--- config.mk ---
export PLATFORM = sky130hd
export DESIGN_NAME = rgb_contrast_stretch
export DESIGN_NICKNAME = d
export VERILOG_FILES = /design/src/rtl/rcs_pkg.sv /design/src/rtl/rcs_divider.sv /design/src/rtl/rgb_contrast_stretch.sv
export VERILOG_INCLUDE_DIRS = /design/src /design/src/rtl
export SDC_FILE = /design/constraint.sdc
export NUM_CORES = 1
export LEC_CHECK = 0
export ABC_CLOCK_PERIOD_IN_PS = 6800
export BUFFER_PORTS_ARGS = -buffer_cell sky130_fd_sc_hd__buf_2
export CAP_MARGIN = 15
export CORE_MARGIN = 4
export CORE_UTILIZATION = 40
export DETAILED_ROUTE_END_ITERATION = 12
export PLACE_DENSITY = 0.58
export SYNTH_ARGS = -nofsm -noshare
export SYNTH_HDL_FRONTEND = slang
export SYNTH_SLANG_ARGS = --single-unit
--- constraint.sdc ---
create_clock -name clk_i -period 6.8 [get_ports clk_i]
set_clock_uncertainty 0.1 [all_clocks]
set_input_delay 0.68 -clock clk_i [delete_from_list [all_inputs] [get_ports clk_i]]
set_output_delay 0.68 -clock clk_i [all_outputs]
set_load 0.05 [all_outputs]
--- src/rtl/rgb_contrast_stretch_macros.svh ---
// Assertion helpers used by rtl/rgb_contrast_stretch.sv.
`ifndef RGB_CONTRAST_STRETCH_MACROS_SVH
`define RGB_CONTRAST_STRETCH_MACROS_SVH

// Same-cycle implication, sampled on clk_i, off while rst_ni is low.
`define RCS_ASSERT_SAME(lbl, ante, cons, msg) \
  lbl: assert property (@(posedge clk_i) disable iff (!rst_ni) (ante) |-> (cons)) \
    else $error(msg);

// Next-cycle implication, sampled on clk_i, off while rst_ni is low.
`define RCS_ASSERT_NEXT(lbl, ante, cons, msg) \
  lbl: assert property (@(posedge clk_i) disable iff (!rst_ni) (ante) |=> (cons)) \
    else $error(msg);

`endif

--- src/rtl/rcs_pkg.sv ---
package rcs_pkg;

  localparam int unsigned PIX_W      = 8;
  localparam int unsigned CMD_W      = 2;
  localparam int unsigned DIV_STEPS  = PIX_W;
  localparam int unsigned CNT_W      = $clog2(DIV_STEPS);

  typedef logic [PIX_W-1:0] pix_t;
  typedef logic [CMD_W-1:0] cmd_t;

  localparam cmd_t CMD_CLEAR   = 2'd0;
  localparam cmd_t CMD_MEASURE = 2'd1;
  localparam cmd_t CMD_MAP     = 2'd2;

  localparam pix_t PIX_MAX  = '1;
  localparam pix_t PIX_ZERO = '0;

  // Control from the sequencer to each channel divider.
  typedef struct packed {
    logic load;
    logic step;
  } div_ctrl_t;

endpackage

--- src/rtl/rcs_divider.sv ---
// One channel: stretch setup on load, then one restoring-division quotient
// bit per step. Special cases (flat range, at/below low, quotient >= 256)
// are settled at load and held.
module rcs_divider (
  input  logic              clk_i,
  input  logic              rst_ni,
  input  rcs_pkg::div_ctrl_t ctrl_i,
  input  rcs_pkg::pix_t     value_i,
  input  rcs_pkg::pix_t     low_i,
  input  rcs_pkg::pix_t     high_i,
  output rcs_pkg::pix_t     result_o
);
  import rcs_pkg::*;

  pix_t                 rem_q, rem_d;
  pix_t                 num_q, num_d;
  pix_t                 den_q, den_d;
  pix_t                 quo_q, quo_d;
  logic                 hold_q, hold_d;

  logic                 flat, under, over;
  pix_t                 diff, span;
  logic [2*PIX_W-1:0]   scaled;
  logic [PIX_W:0]       trial;
  logic [PIX_W:0]       trial_sub;
  logic                 bit_one;

  // (v - lo) * 255 as (d << 8) - d
  always_comb begin
    flat   = (high_i <= low_i);
    under  = (value_i <= low_i);
    diff   = value_i - low_i;
    span   = high_i - low_i;
    scaled = {diff, PIX_ZERO} - {PIX_ZERO, diff};
    over   = (scaled[2*PIX_W-1:PIX_W] >= span);
  end

  always_comb begin
    trial     = {rem_q, num_q[PIX_W-1]};
    trial_sub = trial - {1'b0, den_q};
    bit_one   = (trial >= {1'b0, den_q});
  end

  always_comb begin
    rem_d  = rem_q;
    num_d  = num_q;
    den_d  = den_q;
    quo_d  = quo_q;
    hold_d = hold_q;
    if (ctrl_i.load) begin
      rem_d  = scaled[2*PIX_W-1:PIX_W];
      num_d  = scaled[PIX_W-1:0];
      den_d  = span;
      hold_d = flat || under || over;
      priority if (flat) begin
        quo_d = value_i;
      end else if (under) begin
        quo_d = PIX_ZERO;
      end else if (over) begin
        quo_d = PIX_MAX;
      end else begin
        quo_d = PIX_ZERO;
      end
    end else if (ctrl_i.step && !hold_q) begin
      rem_d = bit_one ? trial_sub[PIX_W-1:0] : trial[PIX_W-1:0];
      num_d = {num_q[PIX_W-2:0], 1'b0};
      quo_d = {quo_q[PIX_W-2:0], bit_one};
    end
  end

  always_ff @(posedge clk_i or negedge rst_ni) begin
    if (!rst_ni) begin
      hold_q <= 1'b1;
    end else begin
      hold_q <= hold_d;
    end
  end

  always_ff @(posedge clk_i) begin
    rem_q <= rem_d;
    num_q <= num_d;
    den_q <= den_d;
    quo_q <= quo_d;
  end

  assign result_o = quo_q;

endmodule

--- src/rtl/rgb_contrast_stretch.sv ---
// Channel  Direction  Handshake             Payload
// in       request    in_valid_i/in_stall_o command_i, red_in_i, green_in_i, blue_in_i
// out      result     out_valid_o/out_stall_i red_out_o, green_out_o, blue_out_o
//
// Clear and measure requests give no result, and the block stays ready for the next request.
// A map request holds off the next one until its pixel is handed off: a load,
//   then 8 quotient-bit steps in three side-by-side channel dividers, a handoff.
// Reset (rst_ni, async, low) sets every low to 255 and every high to 0.
// A finished pixel waits in the output register; requests keep coming in
//   meanwhile, and only the handoff waits on out_stall_i.
module rgb_contrast_stretch (
  input  logic          clk_i,
  input  logic          rst_ni,
  input  logic          in_valid_i,
  output logic          in_stall_o,
  input  rcs_pkg::cmd_t command_i,
  input  rcs_pkg::pix_t red_in_i,
  input  rcs_pkg::pix_t green_in_i,
  input  rcs_pkg::pix_t blue_in_i,
  output logic          out_valid_o,
  input  logic          out_stall_i,
  output rcs_pkg::pix_t red_out_o,
  output rcs_pkg::pix_t green_out_o,
  output rcs_pkg::pix_t blue_out_o
);
  import rcs_pkg::*;
`include "rgb_contrast_stretch_macros.svh"

  typedef enum logic [1:0] {
    ST_IDLE,
    ST_DIV,
    ST_DONE
  } state_e;

  state_e           state_q;
  logic [CNT_W-1:0] cnt_q;
  logic             out_valid_q;
  pix_t             red_out_q, green_out_q, blue_out_q;

  // running channel statistics
  pix_t red_lo_q, red_hi_q;
  pix_t grn_lo_q, grn_hi_q;
  pix_t blu_lo_q, blu_hi_q;

  logic      in_accept;
  logic      out_free;
  div_ctrl_t div_ctrl;
  pix_t      red_res, grn_res, blu_res;

  assign in_stall_o = (state_q != ST_IDLE);
  assign in_accept  = in_valid_i && !in_stall_o;
  // output register empty, or its pixel is leaving this cycle
  assign out_free   = !out_valid_q || !out_stall_i;

  assign div_ctrl.load = in_accept && (command_i == CMD_MAP);
  assign div_ctrl.step = (state_q == ST_DIV);

  rcs_divider u_div_red (
    .clk_i   (clk_i),
    .rst_ni  (rst_ni),
    .ctrl_i  (div_ctrl),
    .value_i (red_in_i),
    .low_i   (red_lo_q),
    .high_i  (red_hi_q),
    .result_o(red_res)
  );

  rcs_divider u_div_grn (
    .clk_i   (clk_i),
    .rst_ni  (rst_ni),
    .ctrl_i  (div_ctrl),
    .value_i (green_in_i),
    .low_i   (grn_lo_q),
    .high_i  (grn_hi_q),
    .result_o(grn_res)
  );

  rcs_divider u_div_blu (
    .clk_i   (clk_i),
    .rst_ni  (rst_ni),
    .ctrl_i  (div_ctrl),
    .value_i (blue_in_i),
    .low_i   (blu_lo_q),
    .high_i  (blu_hi_q),
    .result_o(blu_res)
  );

  always_ff @(posedge clk_i or negedge rst_ni) begin
    if (!rst_ni) begin
      state_q     <= ST_IDLE;
      cnt_q       <= '0;
      out_valid_q <= 1'b0;
      red_out_q   <= PIX_ZERO;
      green_out_q <= PIX_ZERO;
      blue_out_q  <= PIX_ZERO;
      red_lo_q    <= PIX_MAX;
      red_hi_q    <= PIX_ZERO;
      grn_lo_q    <= PIX_MAX;
      grn_hi_q    <= PIX_ZERO;
      blu_lo_q    <= PIX_MAX;
      blu_hi_q    <= PIX_ZERO;
    end else begin
      // a new pixel replaces one that leaves in the same cycle
      priority if ((state_q == ST_DONE) && out_free) begin
        out_valid_q <= 1'b1;
      end else if (out_valid_q && !out_stall_i) begin
        out_valid_q <= 1'b0;
      end
      unique case (state_q)
        ST_IDLE: begin
          if (in_accept) begin
            case (command_i)
              CMD_CLEAR: begin
                red_lo_q <= PIX_MAX;
                red_hi_q <= PIX_ZERO;
                grn_lo_q <= PIX_MAX;
                grn_hi_q <= PIX_ZERO;
                blu_lo_q <= PIX_MAX;
                blu_hi_q <= PIX_ZERO;
              end
              CMD_MEASURE: begin
                if (red_in_i < red_lo_q)   red_lo_q <= red_in_i;
                if (red_in_i > red_hi_q)   red_hi_q <= red_in_i;
                if (green_in_i < grn_lo_q) grn_lo_q <= green_in_i;
                if (green_in_i > grn_hi_q) grn_hi_q <= green_in_i;
                if (blue_in_i < blu_lo_q)  blu_lo_q <= blue_in_i;
                if (blue_in_i > blu_hi_q)  blu_hi_q <= blue_in_i;
              end
              CMD_MAP: begin
                state_q <= ST_DIV;
                cnt_q   <= '0;
              end
              default: begin
                // unused code: dropped
              end
            endcase
          end
        end
        ST_DIV: begin
          cnt_q <= cnt_q + CNT_W'(1);
          if (cnt_q == CNT_W'(DIV_STEPS - 1)) begin
            state_q <= ST_DONE;
          end
        end
        ST_DONE: begin
          if (out_free) begin
            red_out_q   <= red_res;
            green_out_q <= grn_res;
            blue_out_q  <= blu_res;
            state_q     <= ST_IDLE;
          end
        end
        default: begin
          state_q <= ST_IDLE;
        end
      endcase
    end
  end

  assign out_valid_o = out_valid_q;
  assign red_out_o   = red_out_q;
  assign green_out_o = green_out_q;
  assign blue_out_o  = blue_out_q;

  `RCS_ASSERT_NEXT(a_map_starts_div, in_accept && (command_i == CMD_MAP),
    state_q == ST_DIV, "map request did not start the dividers")
  `RCS_ASSERT_NEXT(a_div_ends, (state_q == ST_DIV) && (cnt_q == CNT_W'(DIV_STEPS - 1)),
    state_q == ST_DONE, "divider did not finish after its last step")
  `RCS_ASSERT_SAME(a_out_from_done, $rose(out_valid_q),
    $past(state_q == ST_DONE), "result appeared without a finished division")
  `RCS_ASSERT_NEXT(a_measure_range, in_accept && (command_i == CMD_MEASURE),
    (red_lo_q <= red_hi_q) && (grn_lo_q <= grn_hi_q) && (blu_lo_q <= blu_hi_q),
    "channel range inverted after a measure")

endmodule

Word-level counts from Yosys, hierarchy flattened
Cells that the tools add are included.

$add $sub $neg: 13. Order comparisons: 18. Equality and inequality tests: 15. Mux-type cells: 52. Reductions and logical operators: 38.

Operators by type and width (count): $mux 8 (36); $pmux 8 s2 (6); $sub 8x8->8 (9); $le 8x8->1 (6); $sub 16x8->16 (3); $reduce_and 4->1 (7); $ge 9x8->1 (3); $ge 8x8->1 (3); $gt 8x8->1 (3); $lt 8x8->1 (3); $ne 2x2->1 const B (10); $reduce_bool 2->1 (7); $mux 2 (4); $logic_and 1x1->1 (7); $logic_or 1x1->1 (7); $logic_not 1->1 (6); $mux 3 (2); $pmux 2 s3 (1); $pmux 3 s2 (1); $eq 2x1->1 const B (2); $eq 2x2->1 const B (2); $logic_not 2->1 (2); $add 3x1->3 const B (1); $eq 3x3->1 const B (1); 3 further kinds (4).

Bits in registers: 177. Bits of input ports: 30. Output and inout bits: 26. Logic and storage cells: 163.

Logic depth before layout (Yosys ltp)
Depth in word-level cells: 7. Gate-level depth with buffers: 19. Depth with buffers taken out: 17.

Cells and area by module
Synthesis repeated with hierarchy kept, for this count alone.

Cells, all modules: 1339. Area total of the unflattened synthesis: 13380.3 um2.

By module, submodules not included: rcs_divider at u_div_blu ... (times used 2, cells each 334, area each 3071.7 um2, seq. area each 987.2 um2); rgb_contrast_stretch (times used 1, cells each 343, area each 4160.2 um2, seq. area each 1981.9 um2); rcs_divider at u_div_grn (times used 1, cells each 328, area each 3076.7 um2, seq. area each 987.2 um2).

Least setup slack after synthesis
No wires, ideal clock.

Path kind: input to register. Start: input green_in_i[0]. End: register u_div_grn.quo_q[0], in the netlist u_div_grn.result_o[0], data pin. Setup time: 0.280 ns. Arrival: 4.054 ns. Data required time: 6.420 ns. Slack: 2.367 ns. Stages on the path: 17. Path buffers: 0. Cells stage by stage: inv_1 -> ha_1 -> inv_1 -> fa_1 -> a211oi_1 -> nor4_1 -> a21boi_0 -> a211oi_2 -> nor3_1 -> xnor2_1 -> ha_1 -> nand2b_1 -> a21o_1 -> a21o_1 -> a211o_1 -> a21oi_1 -> a22oi_1.

Cells in the longest elaborated chain, start to end: 7. Elaborated cells on any way between the ends: 8. Those cells by class: add/sub: 2; order compare: 2; mux: 4.

RTL lines: from (decl) (RTL line rgb_contrast_stretch.sv:18) `input rcs_pkg::pix_t green_in_i,`; $sub 8x8->8 (RTL line rcs_divider.sv:32) `diff = value_i - low_i;`; $sub 16x8->16 (RTL line rcs_divider.sv:34) `scaled = {diff, PIX_ZERO} - {PIX_ZERO, diff};`; $ge 8x8->1 (RTL line rcs_divider.sv:35) `over = (scaled[2*PIX_W-1:PIX_W] >= span);`; $mux 8 (RTL line rcs_divider.sv:59) `end else if (over) begin`; $mux 8 (RTL line rcs_divider.sv:57) `end else if (under) begin`; $mux 8 * (RTL line rcs_divider.sv:55) `priority if (flat) begin`; $mux 8 * (RTL line rcs_divider.sv:50) `if (ctrl_i.load) begin`; named net u_div_grn.quo_d[0] (RTL line rcs_divider.sv:18) `pix_t quo_q, quo_d;`; to (signal assigned) (RTL line rcs_divider.sv:83) `quo_q <= quo_d;`; to (decl) (RTL line rcs_divider.sv:18).

Mark *: on every way through the listed nets, which the timed path passes. The rest lies on a longest branch. A chain may end at the register's enable or synchronous reset.

Worst setup path in the final report
Start: register grn_lo_q[0]. End: register u_div_grn.quo_q[0], in the netlist u_div_grn.result_o[0], data pin.

Cells in the longest elaborated chain, start to end: 7. Elaborated cells on any way between the ends: 10. Those cells by class: add/sub: 3; order compare: 3; mux: 4.

RTL lines: from (decl) (RTL line rgb_contrast_stretch.sv:42) `pix_t grn_lo_q, grn_hi_q;`; from (signal assigned) (RTL line rgb_contrast_stretch.sv:124) `if (green_in_i < grn_lo_q) grn_lo_q <= green_in_i;`; $sub 8x8->8 (RTL line rcs_divider.sv:32); $sub 16x8->16 (RTL line rcs_divider.sv:34); $ge 8x8->1 (RTL line rcs_divider.sv:35); $mux 8 (RTL line rcs_divider.sv:59); $mux 8 (RTL line rcs_divider.sv:57); $mux 8 * (RTL line rcs_divider.sv:55); $mux 8 * (RTL line rcs_divider.sv:50); named net u_div_grn.quo_d[0] (RTL line rcs_divider.sv:18).

Marked as above.

==> summary.txt <==
Die
  • Core area: approximately 0.033 sq mm
  • # IOs: 56
  • Die extent in y: 190 microns
  • Num rows: 66
  • Die ar.: between 0.03 and 0.04 sq mm
  • Initial Util: 40.7%
  • Chip width: between 150 and 200 microns

Routing
  • DRT Pass-1 Iters: 5
  • Initial DRC count: around 730
  • Post-Route WL: 34100 microns
  • Routed length per instance: roughly 18 microns
  • Antenna-violating nets left: 0
  • Vias: about 11000
  • DRC: 0
  • Via density: between 5 and 6

Global route
  • Met3 Use GR: between 2 and 3%
  • Overall global routing resource usage: roughly 19%
  • Vias in the first global route: 10524
  • Gr busiest metal: met2
  • Grt met2 use: about a third
  • Antenna violations before repair: 0
  • Grt total ovfl: 0
  • Largest net degree at the start of global routing: 77
  • GR Layer Usage met1: 25.6%
  • First-pass GRT wire length: between 50000 and 60000 microns

Timing
  • Slew @ Worst Pin: approximately 1.1 ns
  • Relative slew slack: a little over a quarter
  • Count of pins over their slew limit: 0
  • Endpoints failing hold: 0
  • Setup_tns: 0 ns
  • RSZ-0062 raised after global routing: false
  • Final setup fails: 0
  • Max Freq: about 200 MHz
  • Min cycle time layout: between 4 and 5 ns
  • Period utilization: 73.3%

Yosys
  • Area share of the largest cell type after synthesis: 21.7%
  • Mapped Cells: approximately 1400
  • Post-synthesis sequential area ratio: a little under two fifths
  • Unique masters post-synth: 89
  • Most used DFF post-synth: edfxtp_1
  • Cell type with the largest total area after synthesis: edfxtp_1
  • Yosys synthesis warning count: 0
  • Post-Syn Nets: 1566
  • Adder-Cell Fraction of Synth Area: 13.7%
  • Fraction of registers with async set/reset: between 40% and 50%
  • Mux cell area share after synthesis: approximately 5.7%
  • Flops & latches, synth: roughly 180
  • Post-synth EDFFs: 96
  • Largest family of logic cells by synthesized area: compound AO/OA/AOI/OAI gates
  • Area contributors post-synth: edfxtp_1, ha_1, dfrtp_1
  • Post-synthesis simple-gate area fraction: 15.4%
  • Xor-xnor portion of the synthesized cell area: 3.61%
  • Post-Syn Area: roughly 0.013 sq mm
  • Fraction of the mapped netlist area in compound gates: 18.9%
  • Syn Area/Cell: around 9.5 sq um

Placement
  • Area after DPL: ~0.014 sq mm
  • Hpwl dp: 25600 microns
  • Placed cells: around 1900
  • Gpl congestion: between 0.8 and 0.9
  • PortBufs: 55

CTS
  • H-tree depth reported by CTS: 4
  • Reg clk slew, reported paths: approximately 0.070 ns
  • CTS Buf Count: 17
  • Clk root buf: clkbuf_16
  • Post-CTS sizing: 0
  • Post-CTS setup buffer count: 0
  • Worst-skew pair later-pin latency: between 0.4 and 0.5 ns
  • Post-CTS Hold Buffers: 0
  • Max clock buf depth: 2
  • CTS tree: built
  • Clock Sinks: 177

Setup path
  • FF-to-FF setup slack: around 1.8 ns
  • Critical Path Fanout Max: 10
  • Worst Path Class, Setup: register to register
  • Critical Path AT: ~5 ns
  • Worst setup SP type: register
  • R2R cell count: 16
  • Critical path startpoint: grn_lo_q[0]
  • CP endpoint kind: register
  • Worst reg2reg startpoint: grn_lo_q[0]
  • Critical Path RT: slightly below 7 ns
  • Worst Setup EP: u_div_grn.result_o[0]
  • Worst r2r dst: u_div_grn.result_o[0]

Cells and area
  • Fin area: ~0.015 sq mm
  • Final Net Count: around 1600
  • Final core utilization: about 44%
  • Area Growth Syn to Fin: 9.26%
  • FILL cells: 3176
  • Non-filler cells, final: 1883
  • Layout cells sized above 1: 13.3%
  • Ant diodes: 0

Power and ir drop
  • Lkg Pwr: 0.00623 uW
  • Max VDD drop: approximately 0.00019 V
  • Power Density: 478 mW/mm^2

Run
  • Max-cap viol count: 0

Run status
  • Status: finished, final reports clean

Worst hold path
  • Hold Crit Class: primary input to async pin
[critical path: stages (launching register included)]
cell and delay (ns):
dfstp_2 0.56, ha_1 0.15, inv_1 0.05, fa_1 0.46
a211oi_1 0.42, nor4_1 0.09, a21boi_0 0.15, a211oi_2 0.58
nor3_1 0.18, xnor2_1 0.17, ha_1 0.28, nand2b_1 0.14
a21o_1 0.17, a21o_1 0.19, a211o_1 0.27, a21oi_1 0.54
a22oi_1 0.17
[worst min-delay path by stage]
stage	end	slack (ns)	start	cells past startpoint
after detailed placement	state_q[0]	0.37	state_q[1]	1
after CTS	green_out_o[6]	0.07	rst_ni	1
after global placement	state_q[0]	0.35	state_q[1]	1
after global routing	green_out_o[6]	0.08	rst_ni	1
final	green_out_o[4]	0.07	rst_ni	1
after floorplan	blu_hi_q[0]	0.28	rst_ni	0
[Yosys cell counts (5+ instances only)]
cell	n
dfrtp_1	54
nor3_1	30
nand3_1	42
a31oi_1	6
or4_1	5
a21o_1	26
nand2b_1	20
a2111oi_0	5
a21oi_1	68
a211oi_1	17
nor2b_1	26
fa_1	9
nand2_1	118
nand3b_1	6
inv_1	124
o31a_1	10
a21boi_0	6
xor2_1	17
o21ai_0	85
a211o_1	5
and2_1	5
mux2_2	29
clkbuf_1	41
edfxtp_1	96
ha_1	131
xnor2_1	34
mux2i_1	43
o22ai_1	13
o211ai_1	15
dfstp_2	27
and3_1	7
or3_1	8
nor2_1	75
a22oi_1	9
o31ai_1	14
o21a_1	25
or2_2	12
nand4_1	27
a32oi_1	5
o22a_1	11
nor3b_1	6
[power breakdown]
part / leakage (uW) / internal [uW] / total, uW / switching [uW]
registers: 0.00187 / 1560 / 1720 / 158
clock network: 0.000265 / 490 / 941 / 451
logic: 0.00410 / 1660 / 4270 / 2610
total: 0.00623 / 3710 / 6930 / 3220
[cells by family (layout without fill, tap and decap cells)]
kind of cell / Yosys count / in the layout
AOI/OAI and AO/OA: 366 / 366
xor gates and xnor gates: 53 / 53
adders and majority gates: 140 / 140
buffers and inverters: 180 / 225
DFF: 177 / 177
muxes: 72 / 72
and+or+nand+nor: 408 / 408
[per-layer routing]
layer / vias up / wire [microns]
li1: 5174 / -
met1: 5072 / 15700
met2: 214 / 16400
met3: 48 / 1180
met4: 0 / 897
met5: - / 0
[layout by cell type, fill, tap and decap left out, drive strengths merged, types with 15 or more instances in the layout]
cell    instances
a211oi         18
inv           130
nand3          42
o21a           25
buf            68
o21ai          88
ha            131
o31ai          15
o211ai         15
dfstp          27
mux2i          43
edfxtp         96
mux2           29
nor2b          26
nand4          28
or2            16
nor2           75
dfrtp          54
xnor2          36
nor3           30
nand2         118
xor2           17
clkbuf         21
nand2b         20
a21o           26
a21oi          68
[stage by stage]
step	hold slack, ns	total power, uW	worst slack [ns]
final	0.0718	6930	1.82
after global routing	0.0794	7590	1.48
after CTS	0.0662	6960	1.91
after detailed placement	0.370	5990	1.58
after global placement	0.352	5930	1.61
after floorplan	0.284	4980	2.37
[cell type report]
class	instances	area [sq um]	area share [%]
clock buffer	21	460	3.18
clock inverter	11	77.6	0.535
inverter	125	469	3.24
multi-input combinational	1039	7620	52.6
sequential	177	4940	34.1
tap	442	553	3.81
timing repair buffer	68	375	2.59
No activity file was read; power rests on OpenSTA's default activity.
